==> src/rtl/core/qst_pkg.sv <==
// ----------------------------------------------------------------------------
// qst_pkg
// Shared constants, codes and types for the query string tokenizer.
// ----------------------------------------------------------------------------
`timescale 1ns / 1ps

package qst_pkg;

  localparam longint unsigned MAX_LEN_DEFAULT = 64'd65535;

  localparam int FIFO_DEPTH = 4;
  localparam int FIFO_PTR_W = $clog2(FIFO_DEPTH);
  localparam int FIFO_CNT_W = $clog2(FIFO_DEPTH + 1);

  localparam logic [7:0] CHAR_AMP  = 8'h26;  // '&'
  localparam logic [7:0] CHAR_SEMI = 8'h3B;  // ';'
  localparam logic [7:0] CHAR_EQ   = 8'h3D;  // '='
  localparam logic [7:0] CHAR_NUL  = 8'h00;

  localparam logic [1:0] KIND_BARE  = 2'd0;
  localparam logic [1:0] KIND_VALUE = 2'd1;
  localparam logic [1:0] KIND_END   = 2'd2;

  // what one input beat leaves for the back end: an optional token and an
  // optional end marker
  typedef struct packed {
    logic        tok_valid;
    logic        tok_value;
    logic [15:0] key_start;
    logic [15:0] key_len;
    logic [15:0] value_start;
    logic [15:0] value_len;
    logic        eos;
  } qst_event_t;

endpackage

==> src/rtl/core/qst_if.sv <==
// ----------------------------------------------------------------------------
// qst_in_if / qst_out_if
// Valid/ready channels for query bytes in and tokens out.
// ----------------------------------------------------------------------------
`timescale 1ns / 1ps

interface qst_in_if ();
  logic       valid;
  logic       ready;
  logic [7:0] data_byte;
  logic       end_of_string;

  modport source (output valid, output data_byte, output end_of_string, input ready);
  modport sink   (input valid, input data_byte, input end_of_string, output ready);
endinterface

interface qst_out_if ();
  logic        valid;
  logic        ready;
  logic [1:0]  token_kind;
  logic [15:0] key_start;
  logic [15:0] key_len;
  logic [15:0] value_start;
  logic [15:0] value_len;
  logic        last_of_run;

  modport source (output valid, output token_kind, output key_start, output key_len,
                  output value_start, output value_len, output last_of_run,
                  input ready);
  modport sink   (input valid, input token_kind, input key_start, input key_len,
                  input value_start, input value_len, input last_of_run,
                  output ready);
endinterface

==> src/rtl/core/qst_front.sv <==
// ----------------------------------------------------------------------------
// qst_front
// Scans one byte per beat, tracks key/value offsets and posts events.
// ----------------------------------------------------------------------------
`timescale 1ns / 1ps

module qst_front
  import qst_pkg::*;
#(
  parameter longint unsigned MAX_LEN = MAX_LEN_DEFAULT
) (
  input  logic        clk,
  input  logic        rst,
  qst_in_if.sink      query,
  input  logic        full,
  output logic        push,
  output qst_event_t  push_event
);

  localparam int CW = $clog2(MAX_LEN + 1);
  localparam int EW = (CW > 16) ? CW : 16;
  localparam logic [CW-1:0] MAX_V = CW'(MAX_LEN);

  function automatic logic [CW-1:0] sat_inc(input logic [CW-1:0] x);
    return (x == MAX_V) ? MAX_V : x + CW'(1);
  endfunction

  function automatic logic [15:0] to16(input logic [CW-1:0] v);
    logic [EW-1:0] e;
    e = EW'(v);
    return e[15:0];
  endfunction

  logic          in_value;
  logic [CW-1:0] position;
  logic [CW-1:0] key_start;
  logic [CW-1:0] key_len;
  logic [CW-1:0] value_start;
  logic [CW-1:0] value_len;

  logic          in_value_next;
  logic [CW-1:0] position_next;
  logic [CW-1:0] key_start_next;
  logic [CW-1:0] key_len_next;
  logic [CW-1:0] value_start_next;
  logic [CW-1:0] value_len_next;

  logic is_sep, is_eq, closes, flush_now, flush_end, accept;

  assign query.ready = !full;
  assign accept      = query.valid && query.ready;

  assign is_sep = (query.data_byte == CHAR_AMP) || (query.data_byte == CHAR_SEMI) ||
                  (query.data_byte == CHAR_NUL);
  assign is_eq  = (query.data_byte == CHAR_EQ);
  assign closes = in_value ? (is_sep || is_eq) : is_sep;

  always_comb begin
    position_next    = sat_inc(position);
    in_value_next    = in_value;
    key_start_next   = key_start;
    key_len_next     = key_len;
    value_start_next = value_start;
    value_len_next   = value_len;
    if (closes) begin
      in_value_next    = 1'b0;
      key_start_next   = position_next;
      key_len_next     = '0;
      value_start_next = '0;
      value_len_next   = '0;
    end else if (!in_value && is_eq) begin
      in_value_next    = 1'b1;
      value_start_next = position_next;
      value_len_next   = '0;
    end else if (!in_value) begin
      key_len_next = sat_inc(key_len);
    end else begin
      value_len_next = sat_inc(value_len);
    end
  end

  // a closing byte empties the pending key, so both flushes never coincide
  assign flush_now = closes && (key_len != '0);
  assign flush_end = query.end_of_string && (key_len_next != '0);

  always_comb begin
    push_event           = '0;
    push_event.eos       = query.end_of_string;
    push_event.tok_valid = flush_now || flush_end;
    if (flush_now) begin
      push_event.tok_value = in_value;
      push_event.key_start = to16(key_start);
      push_event.key_len   = to16(key_len);
      if (in_value) begin
        push_event.value_start = to16(value_start);
        push_event.value_len   = to16(value_len);
      end
    end else begin
      push_event.tok_value = in_value_next;
      push_event.key_start = to16(key_start_next);
      push_event.key_len   = to16(key_len_next);
      if (in_value_next) begin
        push_event.value_start = to16(value_start_next);
        push_event.value_len   = to16(value_len_next);
      end
    end
  end

  assign push = accept && (push_event.tok_valid || push_event.eos);

  always_ff @(posedge clk) begin
    if (rst || (accept && query.end_of_string)) begin
      in_value    <= 1'b0;
      position    <= '0;
      key_start   <= '0;
      key_len     <= '0;
      value_start <= '0;
      value_len   <= '0;
    end else if (accept) begin
      in_value    <= in_value_next;
      position    <= position_next;
      key_start   <= key_start_next;
      key_len     <= key_len_next;
      value_start <= value_start_next;
      value_len   <= value_len_next;
    end
  end

endmodule

==> src/rtl/core/qst_fifo.sv <==
// ----------------------------------------------------------------------------
// qst_fifo
// Short event queue between the scanner and the token emitter.
// ----------------------------------------------------------------------------
`timescale 1ns / 1ps

module qst_fifo
  import qst_pkg::*;
(
  input  logic       clk,
  input  logic       rst,
  input  logic       push,
  input  qst_event_t push_event,
  output logic       full,
  input  logic       pop,
  output qst_event_t pop_event,
  output logic       empty
);

  qst_event_t            slots [FIFO_DEPTH];
  logic [FIFO_PTR_W-1:0] wr_ptr;
  logic [FIFO_PTR_W-1:0] rd_ptr;
  logic [FIFO_CNT_W-1:0] count;
  logic                  do_push, do_pop;

  assign full      = (count == FIFO_CNT_W'(FIFO_DEPTH));
  assign empty     = (count == '0);
  assign do_push   = push && !full;
  assign do_pop    = pop && !empty;
  assign pop_event = slots[rd_ptr];

  always_ff @(posedge clk) begin
    if (do_push) begin
      slots[wr_ptr] <= push_event;
    end
  end

  always_ff @(posedge clk) begin
    if (rst) begin
      wr_ptr <= '0;
      rd_ptr <= '0;
      count  <= '0;
    end else begin
      if (do_push) begin
        wr_ptr <= (wr_ptr == FIFO_PTR_W'(FIFO_DEPTH - 1)) ? '0 : wr_ptr + FIFO_PTR_W'(1);
      end
      if (do_pop) begin
        rd_ptr <= (rd_ptr == FIFO_PTR_W'(FIFO_DEPTH - 1)) ? '0 : rd_ptr + FIFO_PTR_W'(1);
      end
      if (do_push && !do_pop) begin
        count <= count + FIFO_CNT_W'(1);
      end else if (do_pop && !do_push) begin
        count <= count - FIFO_CNT_W'(1);
      end
    end
  end

endmodule

==> src/rtl/core/qst_back.sv <==
// ----------------------------------------------------------------------------
// qst_back
// Expands each queued event into a token beat and/or an end marker beat.
// ----------------------------------------------------------------------------
`timescale 1ns / 1ps

module qst_back
  import qst_pkg::*;
(
  input  logic        clk,
  input  logic        rst,
  input  qst_event_t  pop_event,
  input  logic        empty,
  output logic        pop,
  qst_out_if.source   token
);

  localparam logic PH_TOKEN = 1'b0;
  localparam logic PH_END   = 1'b1;

  qst_event_t cur;
  logic       busy;
  logic       phase;
  logic       beat_done, advance;

  assign beat_done = token.valid && token.ready;
  assign advance   = !busy || (beat_done && ((phase == PH_END) || !cur.eos));
  assign pop       = advance && !empty;

  always_ff @(posedge clk) begin
    if (rst) begin
      busy  <= 1'b0;
      phase <= PH_TOKEN;
    end else if (advance) begin
      busy <= !empty;
      if (!empty) begin
        phase <= pop_event.tok_valid ? PH_TOKEN : PH_END;
      end
    end else if (beat_done) begin
      phase <= PH_END;
    end
  end

  always_ff @(posedge clk) begin
    if (pop) begin
      cur <= pop_event;
    end
  end

  assign token.valid = busy;

  always_comb begin
    unique case (phase)
      PH_TOKEN: begin
        token.token_kind  = cur.tok_value ? KIND_VALUE : KIND_BARE;
        token.key_start   = cur.key_start;
        token.key_len     = cur.key_len;
        token.value_start = cur.value_start;
        token.value_len   = cur.value_len;
        token.last_of_run = !cur.eos;
      end
      PH_END: begin
        token.token_kind  = KIND_END;
        token.key_start   = '0;
        token.key_len     = '0;
        token.value_start = '0;
        token.value_len   = '0;
        token.last_of_run = 1'b1;
      end
      default: begin
        token.token_kind  = KIND_END;
        token.key_start   = '0;
        token.key_len     = '0;
        token.value_start = '0;
        token.value_len   = '0;
        token.last_of_run = 1'b1;
      end
    endcase
  end

endmodule

==> src/rtl/core/query_string_tokenizer.sv <==
// ----------------------------------------------------------------------------
// query_string_tokenizer
// Splits a URL query string, one byte per beat, into key and key=value tokens.
// ----------------------------------------------------------------------------
// One query byte is taken every cycle while the four-entry event queue has
// room. Token beats leave at up to one per cycle from a registered output
// stage; a byte that closes a token and is also the last byte of the string
// gives two beats (token, then end marker), so the output port sets the
// sustained rate when many such bytes arrive. A result passes from the
// scanner into the queue and from the queue into the output register.
// Offsets and lengths saturate at MAX_LEN and are reported in 16 bits;
// tokens with an empty key are dropped.
`timescale 1ns / 1ps

module query_string_tokenizer
  import qst_pkg::*;
#(
  parameter longint unsigned MAX_LEN = MAX_LEN_DEFAULT
) (
  input  logic       clk,
  input  logic       rst,
  qst_in_if.sink     query,
  qst_out_if.source  token
);

  qst_event_t push_event;
  qst_event_t pop_event;
  logic       push, full, pop, empty;

  qst_front #(
    .MAX_LEN (MAX_LEN)
  ) u_front (
    .clk        (clk),
    .rst        (rst),
    .query      (query),
    .full       (full),
    .push       (push),
    .push_event (push_event)
  );

  qst_fifo u_fifo (
    .clk        (clk),
    .rst        (rst),
    .push       (push),
    .push_event (push_event),
    .full       (full),
    .pop        (pop),
    .pop_event  (pop_event),
    .empty      (empty)
  );

  qst_back u_back (
    .clk       (clk),
    .rst       (rst),
    .pop_event (pop_event),
    .empty     (empty),
    .pop       (pop),
    .token     (token)
  );

endmodule
==> src/flat_wrapper.sv <==
// flat-port wrapper written by rule: the top's interface ports become plain ports
module query_string_tokenizer_flat import qst_pkg::*;
#(
  parameter longint unsigned MAX_LEN = MAX_LEN_DEFAULT
)
  (clk, rst, query_valid, query_data_byte, query_end_of_string, query_ready, token_valid, token_token_kind, token_key_start, token_key_len, token_value_start, token_value_len, token_last_of_run, token_ready);
  qst_in_if query_i ();
  qst_out_if token_i ();
  input  logic clk;
  input  logic rst;
  input wire logic [$bits(query_i.valid)-1:0] query_valid;
  input wire logic [$bits(query_i.data_byte)-1:0] query_data_byte;
  input wire logic [$bits(query_i.end_of_string)-1:0] query_end_of_string;
  output wire logic [$bits(query_i.ready)-1:0] query_ready;
  output wire logic [$bits(token_i.valid)-1:0] token_valid;
  output wire logic [$bits(token_i.token_kind)-1:0] token_token_kind;
  output wire logic [$bits(token_i.key_start)-1:0] token_key_start;
  output wire logic [$bits(token_i.key_len)-1:0] token_key_len;
  output wire logic [$bits(token_i.value_start)-1:0] token_value_start;
  output wire logic [$bits(token_i.value_len)-1:0] token_value_len;
  output wire logic [$bits(token_i.last_of_run)-1:0] token_last_of_run;
  input wire logic [$bits(token_i.ready)-1:0] token_ready;
  assign query_i.valid = query_valid;
  assign query_i.data_byte = query_data_byte;
  assign query_i.end_of_string = query_end_of_string;
  assign query_ready = query_i.ready;
  assign token_valid = token_i.valid;
  assign token_token_kind = token_i.token_kind;
  assign token_key_start = token_i.key_start;
  assign token_key_len = token_i.key_len;
  assign token_value_start = token_i.value_start;
  assign token_value_len = token_i.value_len;
  assign token_last_of_run = token_i.last_of_run;
  assign token_i.ready = token_ready;
  query_string_tokenizer #(.MAX_LEN(MAX_LEN)) u_core (.clk(clk), .rst(rst), .query(query_i), .token(token_i));
endmodule
==> config.mk <==
export PLATFORM = sky130hd
export DESIGN_NAME = query_string_tokenizer_flat
export DESIGN_NICKNAME = d
export VERILOG_FILES = /design/src/rtl/core/qst_pkg.sv /design/src/rtl/core/qst_if.sv /design/src/rtl/core/qst_front.sv /design/src/rtl/core/qst_fifo.sv /design/src/rtl/core/qst_back.sv /design/src/rtl/core/query_string_tokenizer.sv /design/src/flat_wrapper.sv
export SDC_FILE = /design/constraint.sdc
export NUM_CORES = 1
export LEC_CHECK = 0
export BUFFER_PORTS_ARGS = -buffer_cell sky130_fd_sc_hd__buf_2
export CAP_MARGIN = 20
export CORE_UTILIZATION = 30
export DETAILED_ROUTE_END_ITERATION = 16
export GPL_ROUTABILITY_DRIVEN = 0
export HOLD_SLACK_MARGIN = 0.1
export PLACE_DENSITY_LB_ADDON = 0.3
export SYNTH_ARGS = -nofsm -noshare
export SYNTH_HDL_FRONTEND = slang
export SYNTH_SLANG_ARGS = --single-unit
==> constraint.sdc <==
create_clock -name clk -period 12.35 [get_ports clk]
set_input_delay 1.235 -clock clk [delete_from_list [all_inputs] [get_ports clk]]
set_output_delay 1.235 -clock clk [all_outputs]
set_load 0.02 [all_outputs]
After elaboration in Yosys (flattened, before gate mapping) --
Memory sizes are Yosys's and may differ from the RTL's. A register that Yosys moved wholly into a read port is not among the register bits. Cells that the tools add are included.
Word-level totals: register bits after elaboration 156, memory bits (writable) 268, input port bits 13, output and inout bits 69, word-level logic and storage cells 108, memories kept 1
Memories:
- u_core.u_fifo.slots | words 4, bits a word 67, read ports 1, clocked after memory_dff 1, wr ports 1, line qst_fifo.sv:20 | qst_event_t slots [FIFO_DEPTH];
Cells by class: add/sub/neg operators 7, equality and inequality tests 10, mux-type cells 37, bitwise operators 1, reductions and logical operators 35
Operators by type and width (count):
- 2-to-1 mux 16 bit | 12
- one-hot mux 16 bit (2 select lines) | 4
- 2-to-1 mux 65 bit | 1
- 2-to-1 mux 32 bit | 2
- adder 16 x 1 -> 16 bit, second input constant | 3
- equality test 16 bit, second input constant | 3
- nonzero test 16 bit | 2
- equality test 8 x 6 -> 1 bit, second input constant | 3
- logical AND 1 bit | 13
- 2-to-1 mux 1 bit | 10
- logical NOT 8 bit | 1
- logical OR 1 bit | 8
- 2-to-1 mux 2 bit | 4
- logical NOT 1 bit | 7
- 2-to-1 mux 3 bit | 2
- adder 2 x 1 -> 2 bit, second input constant | 2
- equality test 2 bit, second input constant | 2
- one-hot mux 2 bit (2 select lines) | 1
- nonzero test 2 bit | 2
- adder 3 x 1 -> 3 bit, second input constant | 1
- equality test 3 bit, second input constant | 1
- logical NOT 3 bit | 1
- subtractor 3 x 1 -> 3 bit, second input constant | 1
- inequality test 2 bit, second input constant | 1
- 3 further kinds | 3

Longest topological paths before layout --
Gate-level depths: netlist (run 1).
depth after elaboration 16, depth in mapped cells 15, depth with buffers taken out 12

Hierarchy --
From an unflattened synthesis (run 1), not the netlist that was laid out.
Unflattened totals: cell total of the unflattened synthesis 1289, area, all modules 18103.6 um2
Modules (own cells, without submodules):
- qst_fifo | times used 1, cells an instance 400, area each 10172.3 um2, seq. area each 8227.9 um2
- qst_front | times used 1, cells an instance 739, area each 5383.9 um2, seq. area each 1621.6 um2
- qst_back | times used 1, cells an instance 150, area each 2547.4 um2, seq. area each 2021.9 um2

Worst setup path before layout (run 1) --
OpenSTA, ideal clock, no wires.
path kind input to register, start point input query_data_byte[4], end point memory u_core.u_fifo.slots[0][0] in the netlist's numbering, enable pin, library setup time 0.432 ns, arrival time 4.555 ns, data required time 11.918 ns, slack 7.363 ns, cell stages on the path 8, path buffers 2, cells stage by stage or4_4 o41ai_4 o22ai_2 nor2_1 buf_2 o21a_1 clkbuf_1 and2_1
On the way: cells in the longest elaborated chain, start to end 14, elaborated cells on any way between the ends 20, those cells by class eq/ne (3); mux (5); reduce/logical (12)
Ends and longest elaborated chain:
- from (decl) | line flat_wrapper.sv:12 | input wire logic [$bits(query_i.data_byte)-1:0] query_data_byte;
- equality test 8 x 6 -> 1 bit | line qst_front.sv:53 | assign is_sep = (query.data_byte == CHAR_AMP) || (query.data_byte == CHAR_SEMI) ||
- logical OR 1 bit (2 in series) | line qst_front.sv:53
- logical OR 1 bit | line qst_front.sv:56 | assign closes = in_value ? (is_sep || is_eq) : is_sep;
- 2-to-1 mux 1 bit | line qst_front.sv:56
- 2-to-1 mux 16 bit | line qst_front.sv:65 | if (closes) begin
- nonzero test 16 bit | line qst_front.sv:84 | assign flush_end = query.end_of_string && (key_len_next != '0);
- logical AND 1 bit | line qst_front.sv:84
- logical OR 1 bit (*) | line qst_front.sv:89 | push_event.tok_valid = flush_now || flush_end;
- logical OR 1 bit (*) | line qst_front.sv:109 | assign push = accept && (push_event.tok_valid || push_event.eos);
- logical AND 1 bit (*) | line qst_front.sv:109
- logical AND 1 bit (*) | line qst_fifo.sv:28 | assign do_push = push && !full;
- via u_core.u_fifo.do_push | line qst_fifo.sv:24 | logic do_push, do_pop;
- 2-to-1 mux 1 bit (*) | line qst_fifo.sv:33 | if (do_push) begin
- 2-to-1 mux 1 bit (implied by the code) (*) | line qst_fifo.sv:34 | slots[wr_ptr] <= push_event;
- to (decl) | line qst_fifo.sv:20
Mark *: on every way through the listed nets, which the timed path passes. The rest lies on a longest branch.

Final worst setup path (run 1) --
start point input query_data_byte[4], end point register u_core.u_fifo.count[2]
On the way: cells in the longest elaborated chain, start to end 15, elaborated cells on any way between the ends 23, those cells by class eq/ne (3); mux (4); reduce/logical (16)
Ends and longest elaborated chain:
- equality test 8 x 6 -> 1 bit | line qst_front.sv:53
- logical OR 1 bit (2 in series) | line qst_front.sv:53
- logical OR 1 bit | line qst_front.sv:56
- 2-to-1 mux 1 bit | line qst_front.sv:56
- 2-to-1 mux 16 bit | line qst_front.sv:65
- nonzero test 16 bit | line qst_front.sv:84
- logical AND 1 bit | line qst_front.sv:84
- logical OR 1 bit (*) | line qst_front.sv:89
- logical OR 1 bit (*) | line qst_front.sv:109
- logical AND 1 bit (*) | line qst_front.sv:109
- logical AND 1 bit (*) | line qst_fifo.sv:28
- logical NOT 1 bit | line qst_fifo.sv:52 | end else if (do_pop && !do_push) begin
- logical AND 1 bit | line qst_fifo.sv:52
- nonzero test 2 bit (no source line)
- to (signal assigned) | line qst_fifo.sv:51 | count <= count + FIFO_CNT_W'(1);
- to (signal assigned) | line qst_fifo.sv:53 | count <= count - FIFO_CNT_W'(1);
- to (decl) | line qst_fifo.sv:23 | logic [FIFO_CNT_W-1:0] count;
Every way passes the cells marked *; elsewhere a longest branch is shown, timed or not. A chain may end at the register's enable or synchronous reset.

==> flow_summary.yaml, run 1 <==
run_status:
  run_status: "completed"
drt:
  drt-total-wl_mm: 40.6
  route.detailed.drc: 0
  dr.pass1.iters: 6
  avgViaCountPerCell: 4.97
  drt_iter0_markers: 801
  drt.antenna.violating_nets: 0
  num_vias: 10600
  drt-wirelength-per-cell_microns: 19.0
global_routing:
  antenna_found_initial: 0
  grt_pass1_wl_mm: 62.6
  grt_max_degree: 78
  grt_pass1_vias: 10700
  track_usage: 0.136
  gr-total-overflow: 0
final_layout:
  nNetsFinal: 1358
  fin_cells: 2136
  areaGrowthSynthToFinish_pct: 14.9
  multiInputGateArea_sq_um: 5520
  fin_area_sq_um: 20400
  layout-drive-gt1-share: 0.190
  seq_area_sq_um: 11900
  final_util: 0.351
  fill_cells: 5664
  final_common_cell: "edfxtp_1"
  mostFrequentLayoutCells: "334 x edfxtp_1, 104 x nand2_1, 101 x nor2_1"
  n_antenna_cell: 0
sta:
  setup_viol: 0
  final_max_slew_viol_count: 0
  fin_crit_ps: 4630
  setup_tns_ps: 0
  skew_ps: 11.4
  setup_slack_ps: 7720
  worst_slew_pin_slew_ps: 1100
  holdWs_ps: 452
  slew_headroom: 0.268
  rsz0062_at_grt: "false"
  fmax_mhz: 216
  finalCritPeriodShare: 0.375
  hold_violations: 0
floorplanning:
  start_util: 0.306
  core_area_sq_um: 58100
  die_h_microns: 245
  fp.dieW_microns: 245
  io_pins: 82
  rows: 88
  die_area_sq_um: 60200
cts:
  clock_path_buffers: 3
  tritoncts: "built"
  cts_max_level: 2
  cts.sinks: 426
  post-cts-setup-buffer-count: 0
  cts.clk_slew.worst_paths_ps: 60
  root_buffer: "clkbuf_16"
  cts_buffers: 46
  cts_resized: 0
  clock_latency_ps: 570
  cts_hold_buf: 0
synthesis:
  synth_largest_area_cell: "edfxtp_1"
  ys_types: 69
  ys_top_cells_by_area: "edfxtp_1 56%, dfxtp_1 10%, mux4_2 8.5%, nor2b_1 2.4%, nand2_1 2.2%"
  synth_ff_type: "edfxtp_1"
  yosys.area.top_type_share: 0.565
  syn_nets: 1295
  postSynthCellCount: 1271
  synth-edff-count: 334
  synthArstFlopShare: 0
  yosys_warnings: 0
  ys_ff_latch: 426
  netlist_area_sq_um: 17800
  syn_avg_cell_area_sq_um: 14.0
  yosysSeqAreaShare: 0.668
setup_path:
  crit_cells: 12
  path_class: "in -> reg"
  cpPeakStageDelay_ps: 770
  worstPathMaxFanout: 14
  reg2regPathDepth: 10
  crit_buf_inv: 2
  critPathArrivalTime_ps: 5120
  crit_required_ps: 12840
  end_kind: "register"
  slowest_stage: "nor2_1"
  crit_chain: "buf_2, or4_4, o41ai_4, o22ai_2, nor2_1, o21a_1, ha_1, inv_1, fa_1, xor2_1, or3_1, a21oi_1"
  crit_family: "simple AND/OR/NAND/NOR gates"
  worstSetupStartpointType: "input port"
pwr:
  power_density_nw_per_um2: 211
  vdd_drop_max_v: 0.000159
  power_mw: 4.31
  leakage_nw: 6.83
placement:
  post-place-ws_ps: 7190
  dpl.hpwl_mm: 24.2
  place.port_buffers: 81
  dp.cells: 2050
  placed_area_sq_um: 18900
run:
  maxCapViolCount: 0
worst_hold_path:
  holdPathStages: 2
  worstHoldPathType: "reg -> reg"
==> path summary, 6_finish.rpt <==
path | slack (ps) | startpoint | end
setup / recovery | 7720 | query_data_byte[4] | u_core.u_fifo.count[2]
hold / removal | 450 | u_core.u_front.value_start[3] | u_core.u_front.value_start[3]
hold reg to reg | 450 | u_core.u_front.value_start[3] | u_core.u_front.value_start[3]
setup reg to reg | 8530 | u_core.u_front.in_value | u_core.u_fifo.count[2]
==> cell type report <==
cell class                      count  share of cell area
Sequential cell                   426               0.582
Tap cell                          765              0.0469
Timing Repair Buffer               95              0.0260
Inverter                           13             0.00239
Multi-Input combinational cell    752               0.270
Clock inverter                     21             0.00778
Clock buffer                       64              0.0648
==> flip-flops by register name, indices dropped and copies added, names as in the netlist, named ones only <==
name                        count
u_core.u_fifo.wr_ptr            2
u_core.u_front.key_start       16
u_core.u_front.value_start     16
u_core.u_fifo.slots           268
u_core.u_fifo.count             3
u_core.u_front.position        16
u_core.u_front.in_value         1
u_core.u_back.token.valid       1
u_core.u_front.key_len         16
u_core.u_back.phase             1
u_core.u_fifo.rd_ptr            2
u_core.u_front.value_len       16
u_core.u_back.cur              66
==> kinds of logic after synthesis <==
| group | after synthesis | share of synthesized area |
|---|---|---|
| AOI/OAI and AO/OA | 237 | 0.0863 |
| xor gates and xnor gates | 26 | 0.0128 |
| adders and majority gates | 11 | 0.00817 |
| buffers and inverters | 93 | 0.0216 |
| DFF | 426 | 0.668 |
| muxes | 74 | 0.0891 |
| and+or+nand+nor | 404 | 0.114 |
==> routing by layer <==
metal	vias up	share of wire	GRT usage
met1	5351	0.44	0.173
li1	4976	-	-
met3	63	0.040	0.0208
met2	225	0.49	0.232
met4	0	0.026	0.0502
met5	-	0	0
==> Yosys cell counts (3+ instances only) <==
| library cell | n |
|---|---|
| edfxtp_1 | 334 |
| nand2_1 | 104 |
| nor2_1 | 101 |
| dfxtp_1 | 92 |
| o21ai_0 | 72 |
| nor2b_1 | 68 |
| mux4_2 | 67 |
| clkbuf_1 | 55 |
| a21oi_1 | 52 |
| nand3_1 | 31 |
| a211oi_1 | 27 |
| nor3_1 | 22 |
| and2_1 | 19 |
| a22oi_1 | 17 |
| buf_1 | 16 |
| xor2_1 | 16 |
| a31oi_1 | 15 |
| inv_1 | 13 |
| nand4_1 | 13 |
| a22o_1 | 11 |
| ha_1 | 10 |
| xnor2_1 | 10 |
| and3_1 | 9 |
| nor4_1 | 9 |
| a21o_1 | 8 |
| and4_1 | 7 |
| buf_2 | 4 |
| mux2i_1 | 4 |
| nand2b_1 | 4 |
| o21a_1 | 4 |
| a2bb2oi_1 | 3 |
| a311oi_1 | 3 |
| mux2_2 | 3 |
| o22ai_1 | 3 |
| o31a_1 | 3 |
| or3_1 | 3 |
==> worst register-to-register path: stages, from the launching register on <==
cell,delay [ps]
dfxtp_1,670
and4_1,330
o22ai_2,230
nor2_1,770
o21a_1,350
ha_1,240
inv_1,80
fa_1,440
xor2_1,180
or3_1,310
a21oi_1,170
==> report_power, final <==
| part | total [mW] | switching [mW] | internal, mW | leakage, nW |
|---|---|---|---|---|
| Clock | 1.34 | 0.553 | 0.789 | 0.723 |
| Combinational | 1.06 | 0.671 | 0.391 | 2.22 |
| Sequential | 1.91 | 0.0960 | 1.81 | 3.89 |
| Total | 4.31 | 1.32 | 2.99 | 6.83 |
Note: power is estimated with default switching activity, not from simulation.
==> run 2: changes to the inputs <==
==> constraint.sdc (replaced) <==
create_clock -name clk -period 4.78 [get_ports clk]
set_input_delay 0.478 -clock clk [delete_from_list [all_inputs] [get_ports clk]]
set_output_delay 0.478 -clock clk [all_outputs]
set_load 0.02 [all_outputs]
==> run 2 against run 1 <==
Effect of this change: flip-flop and latch count is the same; routed wire length increased by 0.82%; clock-buffer cell count rose by 5; total power grew to 2.6 times the previous value; via count increased by 0.40%; critical path type unchanged; critical endpoint unchanged.
==> flow_summary.yaml, run 2 (synthesized netlist as in run 1, its figures left out) <==
run_status:
  run_status: "completed"
pwr:
  leakage_nw: 6.90
  vdd_drop_max_v: 0.000226
  power_density_nw_per_um2: 549
  power_mw: 11.3
global_routing:
  gr-total-overflow: 0
  grt_pass1_vias: 10700
  grt_max_degree: 78
  track_usage: 0.137
  antenna_found_initial: 0
  grt_pass1_wl_mm: 63.3
setup_path:
  reg2regPathDepth: 7
  path_class: "in -> reg"
  worstPathMaxFanout: 14
  worstSetupStartpointType: "input port"
  crit_required_ps: 5280
  critPathArrivalTime_ps: 3770
  end_kind: "register"
  reg2reg_from: "u_core.u_front.key_len[0]"
  crit_start: "query_data_byte[4]"
drt:
  route.detailed.drc: 0
  drt-total-wl_mm: 40.9
  drt_iter0_markers: 836
  avgViaCountPerCell: 4.97
  num_vias: 10700
  drt.antenna.violating_nets: 0
  drt-wirelength-per-cell_microns: 19.1
  dr.pass1.iters: 5
cts:
  cts_buffers: 46
  cts.sinks: 426
  clock_path_buffers: 3
  root_buffer: "clkbuf_16"
  clock_latency_ps: 570
  cts_max_level: 2
  tritoncts: "built"
  cts_hold_buf: 0
  post-cts-setup-buffer-count: 0
  cts.clk_slew.worst_paths_ps: 60
  cts_resized: 0
sta:
  setup_viol: 0
  worst_slew_pin_slew_ps: 903
  holdWs_ps: 257
  setup_tns_ps: 0
  rsz0062_at_grt: "false"
  fin_crit_ps: 3270
  fmax_mhz: 306
  final_max_slew_viol_count: 0
  hold_violations: 0
  finalCritPeriodShare: 0.683
  skew_ps: 16.5
  slew_headroom: 0.398
floorplanning:
  start_util: 0.306
  io_pins: 82
  fp.dieW_microns: 245
  rows: 88
  die_area_sq_um: 60200
  die_h_microns: 245
  core_area_sq_um: 58100
worst_hold_path:
  worstHoldPathType: "in -> reg"
  hold_path_startpoint: "rst"
  holdPathStages: 2
final_layout:
  mostFrequentLayoutCells: "334 x edfxtp_1, 104 x nand2_1, 101 x nor2_1"
  seq_area_sq_um: 11900
  largest_reg_flops: 268
  nNetsFinal: 1368
  multiInputGateArea_sq_um: 5520
  n_antenna_cell: 0
  fin_cells: 2146
  fill_cells: 5596
  layout-drive-gt1-share: 0.197
  regMostFlops: "u_core.u_fifo.slots"
  final_common_cell: "edfxtp_1"
  reg_top3: "u_core.u_fifo.slots x268, u_core.u_back.cur x66"
  areaGrowthSynthToFinish_pct: 16.0
placement:
  dp.cells: 2061
  place.port_buffers: 81
  dpl.hpwl_mm: 25.2
run:
  maxCapViolCount: 0
-- run 2: cell types whose count changed in the layout (fill, tap and decap cells not counted), sizes merged --
cell / previous run / this run
buf: 95 / 105
bufinv: 2 / 4
clkbuf: 64 / 69
clkinv: 15 / 8
clkinvlp: 3 / 2
inv: 14 / 15
-- run 2: where the power goes --
part	total [mW]	internal, mW	leakage [nW]	switching (mW)
Clock	3.62	2.20	0.761	1.42
Sequential	4.94	4.68	3.86	0.260
Combinational	2.75	1.01	2.28	1.73
-- run 2: layer usage --
layer | track usage | wire, microns
met1 | 0.179 | 18400
met2 | 0.229 | 19700
met3 | 0.0228 | 1740
met4 | 0.0432 | 1010
met5 | 0 | 0
-- run 2: per-stage QoR --
step | utilization | setup WS (ps) | cell area (sq um)
global placement | 0.327 | 1010 | 19000
floorplan | - | 550 | 17800
CTS | 0.354 | 1550 | 20600
detailed placement | 0.327 | 970 | 19000
finish | 0.354 | 1510 | 20600
global route | 0.354 | 1340 | 20600
-- run 2: worst paths after layout --
check | end | slack, ps
max | u_core.u_fifo.count[2] | 1510
max reg2reg | u_core.u_fifo.slots[3][66] | 1520
min | u_core.u_fifo.count[1] | 260
min reg2reg | u_core.u_front.key_start[0] | 460
-- run 2: area by class of cell --
type / count / area share
Clock inverter: 16 / 0.00929
Timing Repair Buffer: 105 / 0.0309
Multi-Input combinational cell: 752 / 0.268
Sequential cell: 426 / 0.577
Inverter: 13 / 0.00237
Tap cell: 765 / 0.0465
Clock buffer: 69 / 0.0666
-- run 2: worst max-delay path, stage by stage --
cell and delay, ps:
buf_2 120, or4_4 540, o41ai_4 370, o22ai_2 350
nor2_1 240, o21a_1 280, ha_1 240, inv_1 80
fa_1 430, xor2_1 180, or3_1 310, a21oi_1 140
==> run 3: changes to the inputs <==
==> constraint.sdc (replaced) <==
create_clock -name clk -period 3.4 [get_ports clk]
set_input_delay 0.34 -clock clk [delete_from_list [all_inputs] [get_ports clk]]
set_output_delay 0.34 -clock clk [all_outputs]
set_load 0.02 [all_outputs]
==> run 3 against run 2 <==
Effect of this change: total power increased by 42%; sequential share of layout area decreased by 0.70 points; highest routed layer unchanged; non-clock buffer count increased by 25; critical endpoint is now u_core.u_fifo.slots[2][66]; routed wire length decreased by 1.5%; clock-buffer cell count decreased by 8; cell count increased by 1.3%.
==> flow_summary.yaml, run 3 (synthesized netlist as in run 1, its figures left out) <==
run_status:
  run_status: "completed"
final_layout:
  mostFrequentLayoutCells: "334 x edfxtp_1, 104 x nand2_1, 101 x nor2_1"
  nNetsFinal: 1394
  largest_reg_flops: 268
  regMostFlops: "u_core.u_fifo.slots"
  final_common_cell: "edfxtp_1"
  areaGrowthSynthToFinish_pct: 17.4
  fill_cells: 5596
  layout-drive-gt1-share: 0.210
  multiInputGateArea_sq_um: 5520
  reg_top3: "u_core.u_fifo.slots x268, u_core.u_back.cur x66"
  seq_area_sq_um: 11900
drt:
  drt_iter0_markers: 770
  drt-total-wl_mm: 40.3
  dr.pass1.iters: 5
  route.detailed.drc: 0
  drt.antenna.violating_nets: 0
  avgViaCountPerCell: 4.92
  num_vias: 10700
  drt-wirelength-per-cell_microns: 18.6
floorplanning:
  rows: 88
  io_pins: 82
  die_area_sq_um: 60200
  fp.dieW_microns: 245
  core_area_sq_um: 58100
  start_util: 0.306
  die_h_microns: 245
cts:
  cts_buffers: 47
  tritoncts: "built"
  root_buffer: "clkbuf_16"
  post-cts-setup-buffer-count: 0
  cts_max_level: 2
  cts.sinks: 426
  cts.clk_slew.worst_paths_ps: 60
  clock_latency_ps: 590
  clock_path_buffers: 3
setup_path:
  cpPeakStageDelay_ps: 610
  crit_required_ps: 3720
  ff2ff_setup_slack_ps: 150
  path_class: "reg -> reg"
  worstSetupStartpointType: "register"
  critPathArrivalTime_ps: 3560
  crit_family: "simple AND/OR/NAND/NOR gates"
  crit_buf_inv: 0
  end_kind: "register"
  worstPathMaxFanout: 11
  slowest_stage: "or4b_2"
  crit_chain: "and4_1, nand4_2, nor3_1, nand3_1, a21oi_1, or4b_2, a221o_1"
run:
  maxCapViolCount: 0
pwr:
  vdd_drop_max_v: 0.000589
  power_density_nw_per_um2: 768
  leakage_nw: 7.06
global_routing:
  track_usage: 0.134
  grt_pass1_vias: 10900
  antenna_found_initial: 1
  gr-total-overflow: 0
  grt_pass1_wl_mm: 62.5
  grt_max_degree: 68
sta:
  setup_viol: 0
  setup_tns_ps: 0
  rsz0062_at_grt: "false"
  fmax_mhz: 308
  holdWs_ps: 312
  fin_crit_ps: 3250
  finalCritPeriodShare: 0.955
  worst_slew_pin_slew_ps: 1130
  hold_violations: 0
  slew_headroom: 0.241
  final_max_slew_viol_count: 0
  skew_ps: 27.6
placement:
  dpl.hpwl_mm: 25.7
  place.port_buffers: 81
worst_hold_path:
  worstHoldPathType: "in -> reg"
==> run 3: path summary, 6_finish.rpt <==
| kind | startpoint | to | depth (start not counted) |
|---|---|---|---|
| worst max-delay path | u_core.u_front.key_len[0] | u_core.u_fifo.slots[2][66] | 7 |
| worst min-delay path | query_data_byte[1] | u_core.u_front.in_value | 5 |
| worst max register to register | u_core.u_front.key_len[0] | u_core.u_fifo.slots[2][66] | 7 |
| worst min register to register | u_core.u_front.key_start[14] | u_core.u_front.key_start[14] | 2 |
==> run 3: through the flow <==
| step | utilization | area, sq um | instances | worst slack, ps | power (mW) |
|---|---|---|---|---|---|
| after CTS | 0.359 | 20800 | 2173 | 94.1 | 16.4 |
| after floorplan | - | 17800 | 1271 | 32.9 | 9.59 |
| after global routing | 0.359 | 20900 | 2174 | 34.9 | 16.8 |
| after global placement | 0.330 | 19200 | 2082 | 226 | 11.1 |
| final | 0.359 | 20900 | 2174 | 154 | 16.0 |
| after detailed placement | 0.330 | 19200 | 2082 | 131 | 11.1 |
==> run 3: worst min-delay path: cells and delay by family <==
kind,cells,cell delay [ps]
simple gates,3,270
compound gates,1,140
buf+inv,1,90
==> run 3: what timing repair did <==
action,CTS,global route
hold buffers,4,0
endpoints found under the hold margin,11,0
endpoints found under the setup margin,0,4
gates resized for setup,0,1
==> run 3: power by group <==
part           switching [mW]  leakage [nW]  internal, mW
logic                    2.45          2.40          1.47
registers               0.304          3.89          6.58
clock network            2.06         0.773          3.15
total                    4.82          7.06          11.2
==> run 3: final cells by class <==
cell class / count / share of cell area
Sequential cell: 426 / 0.570
Multi-Input combinational cell: 752 / 0.265
Clock buffer: 61 / 0.0599
Tap cell: 765 / 0.0459
Timing Repair Buffer: 130 / 0.0406
Clock inverter: 26 / 0.0169
Inverter: 13 / 0.00234
Antenna cell: 1 / 0.000120
==> run 3: per-layer routing <==
| layer | share of wire | routed length (microns) | global-route usage |
|---|---|---|---|
| met3 | 0.044 | 1770 | 0.0211 |
| met4 | 0.023 | 939 | 0.0467 |
| met2 | 0.50 | 20200 | 0.229 |
| met1 | 0.43 | 17400 | 0.172 |
| met5 | 0 | 0 | 0 |
